<file path="config.mk">
export PLATFORM = sky130hd
export DESIGN_NAME = column_row_statistics_top
export DESIGN_NICKNAME = d
export VERILOG_FILES = /design/src/hdl/colstat_pkg.sv /design/src/hdl/column_row_statistics_top.sv
export SDC_FILE = /design/constraint.sdc
export NUM_CORES = 2
export LEC_CHECK = 0
export ABC_AREA = 1
export BUFFER_PORTS_ARGS = -buffer_cell sky130_fd_sc_hd__clkbuf_2
export CORE_MARGIN = 3
export CORE_UTILIZATION = 45
export CTS_BUF_LIST = sky130_fd_sc_hd__clkbuf_8
export CTS_CLUSTER_SIZE = 10
export DETAILED_ROUTE_END_ITERATION = 8
export SLEW_MARGIN = 20
export SYNTH_ARGS = -nofsm -noshare
export SYNTH_HDL_FRONTEND = slang
export SYNTH_SLANG_ARGS = --single-unit
</file>
<file path="constraint.sdc">
create_clock -name clock -period 32.9 [get_ports clock]
set_input_delay 3.29 -clock clock [delete_from_list [all_inputs] [get_ports clock]]
set_output_delay 3.29 -clock clock [all_outputs]
set_load 0.01 [all_outputs]
</file>
<file path="src/hdl/colstat_pkg.sv">
// shared constants, types and codes of the column row statistics block
package colstat_pkg;

   localparam int COLUMNS    = 16;
   localparam int COL_BITS   = $clog2(COLUMNS);
   localparam int NCOL_BITS  = COL_BITS + 1;
   localparam int COUNT_BITS = 17;
   localparam int VALUE_BITS = 64;

   localparam logic [COUNT_BITS-1:0] COUNT_MAX = COUNT_BITS'(1) << (COUNT_BITS - 1);

   localparam logic signed [VALUE_BITS-1:0] MOST_NEG = {1'b1, {(VALUE_BITS-1){1'b0}}};
   localparam logic signed [VALUE_BITS-1:0] MOST_POS = {1'b0, {(VALUE_BITS-1){1'b1}}};

   typedef enum logic [2:0] {
      OP_BEGIN     = 3'd0,
      OP_SET_VALUE = 3'd1,
      OP_SET_NULL  = 3'd2,
      OP_FINISH    = 3'd3,
      OP_READ      = 3'd4
   } op_type;

   typedef enum logic [2:0] {
      STAT_OK        = 3'd0,
      STAT_ROW_STATE = 3'd1,
      STAT_COL_RANGE = 3'd2,
      STAT_TIME_BACK = 3'd3,
      STAT_COL_SET   = 3'd4
   } status_type;

   typedef enum logic {
      CSR_NUM_COLUMNS = 1'b0,
      CSR_MAX_ROWS    = 1'b1
   } csr_index_type;

   typedef struct packed {
      logic signed [VALUE_BITS-1:0] min_val;
      logic signed [VALUE_BITS-1:0] max_val;
      logic signed [VALUE_BITS-1:0] last_val;
      logic                         seen;
      logic                         constant;
      logic [COUNT_BITS-1:0]        runs;
      logic [COUNT_BITS-1:0]        nulls;
   } entry_type;

   localparam entry_type ENTRY_RESET = '{
      min_val:  '0,
      max_val:  '0,
      last_val: '0,
      seen:     1'b0,
      constant: 1'b1,
      runs:     '0,
      nulls:    '0
   };

   function automatic logic [COUNT_BITS-1:0] sat_inc(input logic [COUNT_BITS-1:0] c);
      return (c < COUNT_MAX) ? c + COUNT_BITS'(1) : COUNT_MAX;
   endfunction

endpackage

</file>
<file path="src/hdl/column_row_statistics_top.sv">
// per-column running statistics over a row stream, column entries held in a memory
//
// req channel: one transaction per operation (begin row, set value, set null,
// finish row, read column). rsp channel: exactly one transaction per request,
// carrying status, the addressed column's statistics after the operation and
// the row-level totals. csr channel: index 0 num_columns, 1 row capacity, always ready.
// A request is taken only while the engine is idle. A begin, a read or a rejected
// operation passes through the execute and final states; an accepted set adds a
// modify state, an accepted finish a sweep read and a sweep write state per active
// column. The engine returns to idle when the final state loads the output register.
// The column memory has a single read and a single write port with a registered read;
// set does one read-modify-write, finish walks the active columns with one read each
// and a write to each column not set in the row. The result sits in an output register,
// so a new request is accepted while the previous response waits; the engine stalls
// only when its next result is ready and the output register is still full.
// Reset is synchronous: per-entry valid bits make every column read as cleared
// on the next cycle, no clearing pass is needed.
module column_row_statistics_top
   import colstat_pkg::*;
(
   input  logic                         clock,
   input  logic                         reset,
   input  logic                         req_valid,
   output logic                         req_ready,
   input  logic [2:0]                   req_op,
   input  logic [3:0]                   req_column,
   input  logic signed [63:0]           req_value,
   input  logic signed [63:0]           req_timestamp,
   output logic                         rsp_valid,
   input  logic                         rsp_ready,
   output logic [2:0]                   rsp_status,
   output logic signed [63:0]           rsp_col_min,
   output logic signed [63:0]           rsp_col_max,
   output logic                         rsp_col_has_value,
   output logic [16:0]                  rsp_run_total,
   output logic [16:0]                  rsp_null_total,
   output logic                         rsp_is_constant,
   output logic [16:0]                  rsp_rows_done,
   output logic signed [63:0]           rsp_time_low,
   output logic signed [63:0]           rsp_time_high,
   output logic                         rsp_chunk_full,
   input  logic                         csr_valid,
   output logic                         csr_ready,
   input  logic                         csr_index,
   input  logic [16:0]                  csr_data
);

   typedef enum logic [2:0] {
      ST_IDLE,
      ST_EXEC,
      ST_MODIFY,
      ST_SWEEP_RD,
      ST_SWEEP_WR,
      ST_FINAL
   } state_type;

   state_type state_ff;

   logic [4:0]                    num_columns_ff;
   logic [16:0]                   row_cap_ff;

   logic [2:0]                    op_ff;
   logic [COL_BITS-1:0]           col_ff;
   logic signed [VALUE_BITS-1:0]  value_ff;
   logic signed [VALUE_BITS-1:0]  timestamp_ff;
   status_type                    status_ff;
   logic [COL_BITS-1:0]           idx_ff;

   logic [COLUMNS-1:0]            set_in_row_ff;
   logic                          row_open_ff;
   logic signed [VALUE_BITS-1:0]  current_time_ff;
   logic signed [VALUE_BITS-1:0]  latest_time_ff;
   logic signed [VALUE_BITS-1:0]  time_min_ff;
   logic signed [VALUE_BITS-1:0]  time_max_ff;
   logic [COUNT_BITS-1:0]         row_total_ff;

   entry_type                     mem [COLUMNS];
   logic [COLUMNS-1:0]            entry_valid_ff;
   entry_type                     rd_data_ff;
   logic                          rd_valid_ff;

   logic                          rsp_valid_ff;
   logic [2:0]                    rsp_status_ff;
   logic signed [VALUE_BITS-1:0]  rsp_col_min_ff;
   logic signed [VALUE_BITS-1:0]  rsp_col_max_ff;
   logic                          rsp_col_has_value_ff;
   logic [COUNT_BITS-1:0]         rsp_run_total_ff;
   logic [COUNT_BITS-1:0]         rsp_null_total_ff;
   logic                          rsp_is_constant_ff;
   logic [COUNT_BITS-1:0]         rsp_rows_done_ff;
   logic signed [VALUE_BITS-1:0]  rsp_time_low_ff;
   logic signed [VALUE_BITS-1:0]  rsp_time_high_ff;
   logic                          rsp_chunk_full_ff;

   logic [NCOL_BITS-1:0]          ncols;
   logic                          in_range;
   entry_type                     cur_entry;
   entry_type                     value_entry_in;
   entry_type                     null_entry_in;
   logic                          mem_wr_en;
   logic [COL_BITS-1:0]           mem_wr_addr;
   entry_type                     mem_wr_data;
   logic [COL_BITS-1:0]           mem_rd_addr;
   logic                          same_entry;
   logic                          sweep_last;
   logic                          out_free;

   assign req_ready = (state_ff == ST_IDLE);
   assign csr_ready = 1'b1;
   assign out_free  = !rsp_valid_ff || rsp_ready;

   always_comb begin
      if (num_columns_ff == 5'd0) begin
         ncols = NCOL_BITS'(1);
      end else if (num_columns_ff > 5'(COLUMNS)) begin
         ncols = NCOL_BITS'(COLUMNS);
      end else begin
         ncols = NCOL_BITS'(num_columns_ff);
      end
   end

   assign in_range   = {1'b0, col_ff} < ncols;
   assign sweep_last = ({1'b0, idx_ff} == ncols - NCOL_BITS'(1));
   assign cur_entry  = rd_valid_ff ? rd_data_ff : ENTRY_RESET;

   always_comb begin
      value_entry_in = cur_entry;
      if (!cur_entry.seen) begin
         value_entry_in.min_val = value_ff;
         value_entry_in.max_val = value_ff;
         value_entry_in.runs    = COUNT_BITS'(1);
         value_entry_in.seen    = 1'b1;
      end else begin
         if (value_ff < cur_entry.min_val) begin
            value_entry_in.min_val = value_ff;
         end
         if (cur_entry.max_val < value_ff) begin
            value_entry_in.max_val = value_ff;
         end
         if (value_ff != cur_entry.last_val) begin
            value_entry_in.constant = 1'b0;
            value_entry_in.runs     = sat_inc(cur_entry.runs);
         end
      end
      value_entry_in.last_val = value_ff;

      null_entry_in       = cur_entry;
      null_entry_in.nulls = sat_inc(cur_entry.nulls);
   end

   always_comb begin
      mem_wr_en   = 1'b0;
      mem_wr_addr = col_ff;
      mem_wr_data = null_entry_in;
      mem_rd_addr = col_ff;
      case (state_ff)
         ST_MODIFY: begin
            mem_wr_en = 1'b1;
            if (op_ff == OP_SET_VALUE) begin
               mem_wr_data = value_entry_in;
            end
         end
         ST_SWEEP_RD: begin
            mem_rd_addr = idx_ff;
         end
         ST_SWEEP_WR: begin
            mem_wr_en   = !set_in_row_ff[idx_ff];
            mem_wr_addr = idx_ff;
         end
         default: begin
         end
      endcase
   end

   assign same_entry = mem_wr_en && (mem_wr_addr == mem_rd_addr);

   always_ff @(posedge clock) begin
      if (mem_wr_en) begin
         mem[mem_wr_addr] <= mem_wr_data;
      end
      if (same_entry) begin
         rd_data_ff <= mem_wr_data;
      end else begin
         rd_data_ff <= mem[mem_rd_addr];
      end
   end

   always_ff @(posedge clock) begin
      if (reset) begin
         entry_valid_ff <= '0;
         rd_valid_ff    <= 1'b0;
      end else begin
         if (mem_wr_en) begin
            entry_valid_ff[mem_wr_addr] <= 1'b1;
         end
         rd_valid_ff <= same_entry || entry_valid_ff[mem_rd_addr];
      end
   end

   always_ff @(posedge clock) begin
      if (reset) begin
         num_columns_ff <= 5'(COLUMNS);
         row_cap_ff     <= 17'(COUNT_MAX);
      end else if (csr_valid && csr_ready) begin
         case (csr_index)
            CSR_NUM_COLUMNS: num_columns_ff <= csr_data[4:0];
            CSR_MAX_ROWS:    row_cap_ff     <= csr_data;
            default: begin
            end
         endcase
      end
   end

   always_ff @(posedge clock) begin
      if (reset) begin
         state_ff        <= ST_IDLE;
         rsp_valid_ff    <= 1'b0;
         set_in_row_ff   <= '0;
         row_open_ff     <= 1'b0;
         current_time_ff <= '0;
         latest_time_ff  <= MOST_NEG;
         time_min_ff     <= MOST_POS;
         time_max_ff     <= MOST_NEG;
         row_total_ff    <= '0;
         status_ff       <= STAT_OK;
         idx_ff          <= '0;
      end else begin
         if (state_ff == ST_FINAL && out_free) begin
            rsp_valid_ff <= 1'b1;
         end else if (rsp_valid_ff && rsp_ready) begin
            rsp_valid_ff <= 1'b0;
         end
         case (state_ff)
            ST_IDLE: begin
               if (req_valid) begin
                  op_ff        <= req_op;
                  col_ff       <= req_column;
                  value_ff     <= req_value;
                  timestamp_ff <= req_timestamp;
                  state_ff     <= ST_EXEC;
               end
            end
            ST_EXEC: begin
               case (op_ff)
                  OP_BEGIN: begin
                     state_ff <= ST_FINAL;
                     if (row_open_ff) begin
                        status_ff <= STAT_ROW_STATE;
                     end else if (timestamp_ff < latest_time_ff) begin
                        status_ff <= STAT_TIME_BACK;
                     end else begin
                        status_ff       <= STAT_OK;
                        row_open_ff     <= 1'b1;
                        current_time_ff <= timestamp_ff;
                        latest_time_ff  <= timestamp_ff;
                        set_in_row_ff   <= '0;
                     end
                  end
                  OP_SET_VALUE, OP_SET_NULL: begin
                     if (!row_open_ff) begin
                        status_ff <= STAT_ROW_STATE;
                        state_ff  <= ST_FINAL;
                     end else if (!in_range) begin
                        status_ff <= STAT_COL_RANGE;
                        state_ff  <= ST_FINAL;
                     end else if (set_in_row_ff[col_ff]) begin
                        status_ff <= STAT_COL_SET;
                        state_ff  <= ST_FINAL;
                     end else begin
                        status_ff             <= STAT_OK;
                        set_in_row_ff[col_ff] <= 1'b1;
                        state_ff              <= ST_MODIFY;
                     end
                  end
                  OP_FINISH: begin
                     if (!row_open_ff) begin
                        status_ff <= STAT_ROW_STATE;
                        state_ff  <= ST_FINAL;
                     end else begin
                        status_ff <= STAT_OK;
                        if (current_time_ff < time_min_ff) begin
                           time_min_ff <= current_time_ff;
                        end
                        if (time_max_ff < current_time_ff) begin
                           time_max_ff <= current_time_ff;
                        end
                        row_total_ff <= sat_inc(row_total_ff);
                        idx_ff       <= '0;
                        state_ff     <= ST_SWEEP_RD;
                     end
                  end
                  OP_READ: begin
                     status_ff <= in_range ? STAT_OK : STAT_COL_RANGE;
                     state_ff  <= ST_FINAL;
                  end
                  default: begin
                     status_ff <= STAT_ROW_STATE;
                     state_ff  <= ST_FINAL;
                  end
               endcase
            end
            ST_MODIFY: begin
               state_ff <= ST_FINAL;
            end
            ST_SWEEP_RD: begin
               state_ff <= ST_SWEEP_WR;
            end
            ST_SWEEP_WR: begin
               if (sweep_last) begin
                  row_open_ff   <= 1'b0;
                  set_in_row_ff <= '0;
                  state_ff      <= ST_FINAL;
               end else begin
                  idx_ff   <= idx_ff + COL_BITS'(1);
                  state_ff <= ST_SWEEP_RD;
               end
            end
            ST_FINAL: begin
               if (out_free) begin
                  rsp_status_ff        <= status_ff;
                  rsp_col_has_value_ff <= in_range && cur_entry.seen;
                  rsp_col_min_ff       <= (in_range && cur_entry.seen) ? cur_entry.min_val : '0;
                  rsp_col_max_ff       <= (in_range && cur_entry.seen) ? cur_entry.max_val : '0;
                  rsp_run_total_ff     <= in_range ? cur_entry.runs : '0;
                  rsp_null_total_ff    <= in_range ? cur_entry.nulls : '0;
                  rsp_is_constant_ff   <= in_range && cur_entry.constant;
                  rsp_rows_done_ff     <= row_total_ff;
                  rsp_time_low_ff      <= time_min_ff;
                  rsp_time_high_ff     <= time_max_ff;
                  rsp_chunk_full_ff    <= (row_total_ff >= row_cap_ff);
                  state_ff             <= ST_IDLE;
               end
            end
            default: begin
               state_ff <= ST_IDLE;
            end
         endcase
      end
   end

   assign rsp_valid         = rsp_valid_ff;
   assign rsp_status        = rsp_status_ff;
   assign rsp_col_min       = rsp_col_min_ff;
   assign rsp_col_max       = rsp_col_max_ff;
   assign rsp_col_has_value = rsp_col_has_value_ff;
   assign rsp_run_total     = rsp_run_total_ff;
   assign rsp_null_total    = rsp_null_total_ff;
   assign rsp_is_constant   = rsp_is_constant_ff;
   assign rsp_rows_done     = rsp_rows_done_ff;
   assign rsp_time_low      = rsp_time_low_ff;
   assign rsp_time_high     = rsp_time_high_ff;
   assign rsp_chunk_full    = rsp_chunk_full_ff;

endmodule
</file>
# Yosys cells after proc, flatten, opt, wreduce, memory -nomap -nowiden
# Memory sizes are Yosys's and may differ from the RTL's. A register that Yosys moved wholly into a read port is not among the register bits.
# Cells that the tools add are included.
# word_totals
mem_count	1
register_bits	788
out_inout_bits	316
wordCells	178
latch_bits	0
mem_bits_rw	3648
in_bits	158
mem_bits_ro	0
# classes
n_shift	0
n_mux	65
div_mod_pow	0
mul	0
bitwise	6
eq_ne	25
reduce_logical	29
addsub	5
n_lt_le_gt_ge	17
# mem_list
memory	depth	word_bits	rd	rd_clocked_by_memory_dff	write_ports	line_no	rtl
mem	16	228	1	1	1	column_row_statistics_top.sv:77	entry_type mem [COLUMNS];
# op_table
operator	n
$mux W228	3
$lt A64 B64 Y1	5
$mux W128	1
$mux W64	2
$mux W16	6
$mux W17	4
$ne A64 B64 Y1	1
$pmux W16 S2	2
$add A17 B1 Y17 const B	3
$lt A17 B17 Y1 const B	3
$or A16 B16 Y16	2
$mux W3	10
$lt A4 B5 Y1 const B	4
$mux W4	5
$mux W18	1
$pmux W3 S6	1
$ge A17 B17 Y1	1
$reduce_and A4 Y1	4
$mux W1	15
$ne A3 B3 Y1 const B	5
$bmux W1 S4	3
$eq A3 B2 Y1 const B	4
$ne A2 B2 Y1 const B	6
$pmux W3 S4	1
28 further kinds	55

# Logic depth before layout (Yosys ltp)
# depth
word_depth	10
ltp_mapped	37
ltp_nobuf	26

# Worst setup path before layout
# No wires, ideal clock.
# synth_timing
kind	input to register
start	input reset
end	register rsp_chunk_full_ff (netlist: rsp_chunk_full), enable pin
arrival_ns	24.563
setup_time_ns	1.370
n_path_buf	1
slack_ns	6.966
cell_stages	2
t_required_ns	31.530
cell_sequence	clkbuf_1 > nor3_1
# synth_via
elab_chain_cells	2
# synth_rtl
element	line_no	rtl
from (decl)	column_row_statistics_top.sv:22	input logic reset,
$not A1 Y1 (no line)	n/a	
$reduce_and A3 Y1 (no line)	n/a	
to (signal assigned)	column_row_statistics_top.sv:330	rsp_chunk_full_ff <= (row_total_ff >= row_cap_ff);
to (decl)	column_row_statistics_top.sv:93	logic rsp_chunk_full_ff;
# Every way passes these cells.
# A chain may end at the register's enable or synchronous reset.

==> metrics.yaml <==
outcome:
  outcome: "completed"
clocking:
  htree_levels: 6
  numCtsBuffers: 711
  clk_latency_ns: 1.25
  clock-root-buffer: "clkbuf_8"
  cts_sinks: 4377
  clockBufferDepth: 4
  hold_buffers: 0
  tritoncts: "yes"
  clk_pin_slew_worst_paths_ns: 0.06
  cts_setup_buffers: 0
  ctsResizeCount: 0
sta:
  hold_viol: 0
  relSlewSlack_pct: 22.66
  max_freq_mhz: 101.1
  setup_violations: 0
  tns_ns: 0
  rsz0062_at_grt: "no"
  fin_worst_skew_ns: 0.08385
  period_needed_ns: 9.891
  finalMaxSlewViolations: 0
  fin_crit_sh_pct: 30.07
  worst_slew_pin_slew_ns: 1.160
logic_synthesis:
  ys_types: 60
  synth_cells: 14140
  synth_seq_cells: 4377
  synth-seq-area-share_pct: 71.95
  ys.flop_type: "edfxtp_1"
  ys_async_sr_fraction_pct: 0
  avgSynthCellArea_um2: 12.64
  yosysWarnings: 0
  netlist_area_um2: 178800
  synth_edf_count: 4096
  mappedNetlistNets: 14640
floorplan:
  core_um2: 394000
  fp.dieArea_um2: 404900
  num_rows: 230
  fp.dieW_um: 636.3
  pin_count: 474
  initial_core_util_pct: 45.38
  die_y_um: 636.3
routing:
  avgRoutedWirePerCell_um: 26.99
  drt_iter0_drc: 14060
  vias_per_cell: 5.907
  wl_um: 556500
  firstDrtPassIters: 9
  drc: 0
  vias: 121800
  ant_nets: 0
grt:
  grt_max_degree: 171
  grt_overflow: 0
  track_usage_pct: 26.62
  antenna_found_initial: 40
  grt_pass1_vias: 114100
  grt_pass1_wl_um: 798900
final_layout:
  drive_gt1_share_pct: 12.01
  area_growth_pct: 11.76
  nNetsFinal: 15300
  fin_area_um2: 199800
worst_setup_path:
  worstPathRequired_ns: 33.78
  cp-end-kind: "flip-flop"
  worst-endpoint-arrival_ns: 10.77
  cp_max_fo: 74
  path_class: "flip-flop to flip-flop"
  start_kind: "flip-flop"
power:
  p_int_mw: 8.879
  switchingPower_mw: 3.490
  seq_power_share_pct: 51.9
  power_density_nw_per_um2: 61.91
  sw_frac_of_total_pct: 28.21
  comb_power_share_pct: 13.2
  totalPowerFinal_mw: 12.37
  vdd_drop_max_mv: 0.04333
  leakage_nw: 69.74
  p_clk_share_pct: 35.0
placement:
  hpwl_um: 311400
  gp_congestion: 0.8467
  port_buffers: 472
  dpl_cell_area_um2: 186900
run:
  drv_cap: 0
hold_path:
  hp-class: "flip-flop to flip-flop"
critical path, cell delays in order (launching register included):
cell and delay [ns]:
dfxtp_4 0.60, buf_4 0.56, buf_4 0.75, buf_4 0.55, buf_4 0.60, buf_4 0.63
o21ai_0 0.18, o221ai_1 0.23, o211ai_1 0.13, nand2_1 0.10, nand2_1 0.14, ha_1 0.38
nand4_1 0.12, or3_1 0.37, nor4b_1 0.39, nand3_1 0.16, nor4b_1 0.26, nand2_1 0.13
nand3_1 0.46, nand3_2 0.48, nand2_2 0.56, inv_4 0.13, buf_4 0.43, o21ai_1 0.92
registers in the layout, summed over array words and instances (netlist names), 4 cells and up, named ones only:
name and count:
time_max_ff 64, rsp_null_total 17, row_total_ff 17, rsp_run_total 17, value_ff 64, entry_valid_ff 16
rsp_rows_done 17, time_min_ff 64, num_columns_ff 5, set_in_row_ff 16, row_cap_ff 17, rsp_col_min 64
rsp_time_low 64, current_time_ff 64, rsp_col_max 64, col_ff 4, rsp_time_high 64, idx_ff 4
mem 3648, timestamp_ff 64
stage by stage:
step	util [%]	hold WS [ns]	std cells	setup slack, ns
after floorplan	-	0.4030	14140	6.966
after global placement	47.43	0.4192	19310	23.14
after detailed placement	47.44	0.4126	19310	23.29
after CTS	50.69	0.4266	20590	23.28
after global routing	50.70	0.4328	20600	22.43
final	50.71	0.4288	20620	23.01
final timing paths:
| check | endpoint | cells after the start | slack, ns | from |
|---|---|---|---|---|
| worst max-delay path | mem[3][218] | 23 | 23.01 | flip-flop |
| worst min-delay path | rsp_status[0] | 0 | 0.43 | status_ff[0] |
| worst max register to register | mem[3][218] | 23 | 23.01 | flip-flop |
| worst min register to register | rsp_status[0] | 0 | 0.43 | status_ff[0] |
Yosys cell counts (25+ instances only):
master	number	area, um^2
edfxtp_1	4096	123000
nor2_1	2471	9275
o21ai_0	2207	11050
nand2_1	1055	3960
clkbuf_1	547	2053
o221ai_1	517	4528
inv_1	476	1787
o22ai_1	364	2277
ha_1	340	4254
a21oi_1	310	1551
nand3_1	299	1496
o211ai_1	299	2245
dfxtp_1	281	5625
buf_2	234	1171
o21ai_1	106	530.5
nand4_1	100	625.6
buf_4	62	465.5
buf_6	56	630.6
xor2_1	49	429.2
nor3_1	46	230.2
buf_1	35	131.4
a31oi_1	33	206.5
a211oi_1	25	187.7
power by group through the flow:
stage	combinational, mW	sequential, mW	clock (mW)
floorplan	0.982	6.57	0
global placement	1.59	6.53	0
detailed placement	1.61	6.53	0
CTS	1.61	6.42	4.40
global route	1.76	6.42	4.65
finish	1.63	6.42	4.32
area by class of cell:
class                   count  area [um^2]
fillers                 34050       194200
inverters                 490         1901
multi-input cells        8337        44010
repair buffers            889         5848
clock buffers             734        10100
diodes                     25        62.56
flip-flops and latches   4377       128600
clock inverters           547         2698
well taps                5220         6531
layer usage:
metal	vias up	routed length, um	global-route usage [%]
met5	-	153	0
met3	1031	52680	4.942
met4	22	21990	10.67
met1	60730	226900	36.95
li1	53930	-	-
met2	6082	254800	41.50
kinds of logic after synthesis:
kind of cell               synth area share, %
adders and majority gates                2.380
AOI/OAI and AO/OA                        12.93
xor gates and xnor gates                0.2597
other                                 0.002098
DFF                                      71.95
and+or+nand+nor                          8.922
muxes                                  0.01120
buffers and inverters                    3.549
layout by cell type, fill, tap and decap left out, types with 28 or more instances in the layout:
cell / Yosys / layout
a21oi_1: 310 / 309
a31oi_1: 33 / 33
buf_12: 1 / 28
buf_4: 62 / 387
clkbuf_2: 0 / 472
clkbuf_8: 0 / 734
clkinv_1: 4 / 152
clkinv_2: 0 / 74
dfxtp_1: 281 / 276
edfxtp_1: 4096 / 4096
ha_1: 340 / 340
inv_1: 476 / 736
nand2_1: 1055 / 1053
nand3_1: 299 / 296
nand4_1: 100 / 100
nor2_1: 2471 / 2454
nor3_1: 46 / 45
o211ai_1: 299 / 299
o21ai_0: 2207 / 2179
o21ai_1: 106 / 128
o221ai_1: 517 / 517
o22ai_1: 364 / 364
xor2_1: 49 / 49
Power figures use the tool's default switching activity.
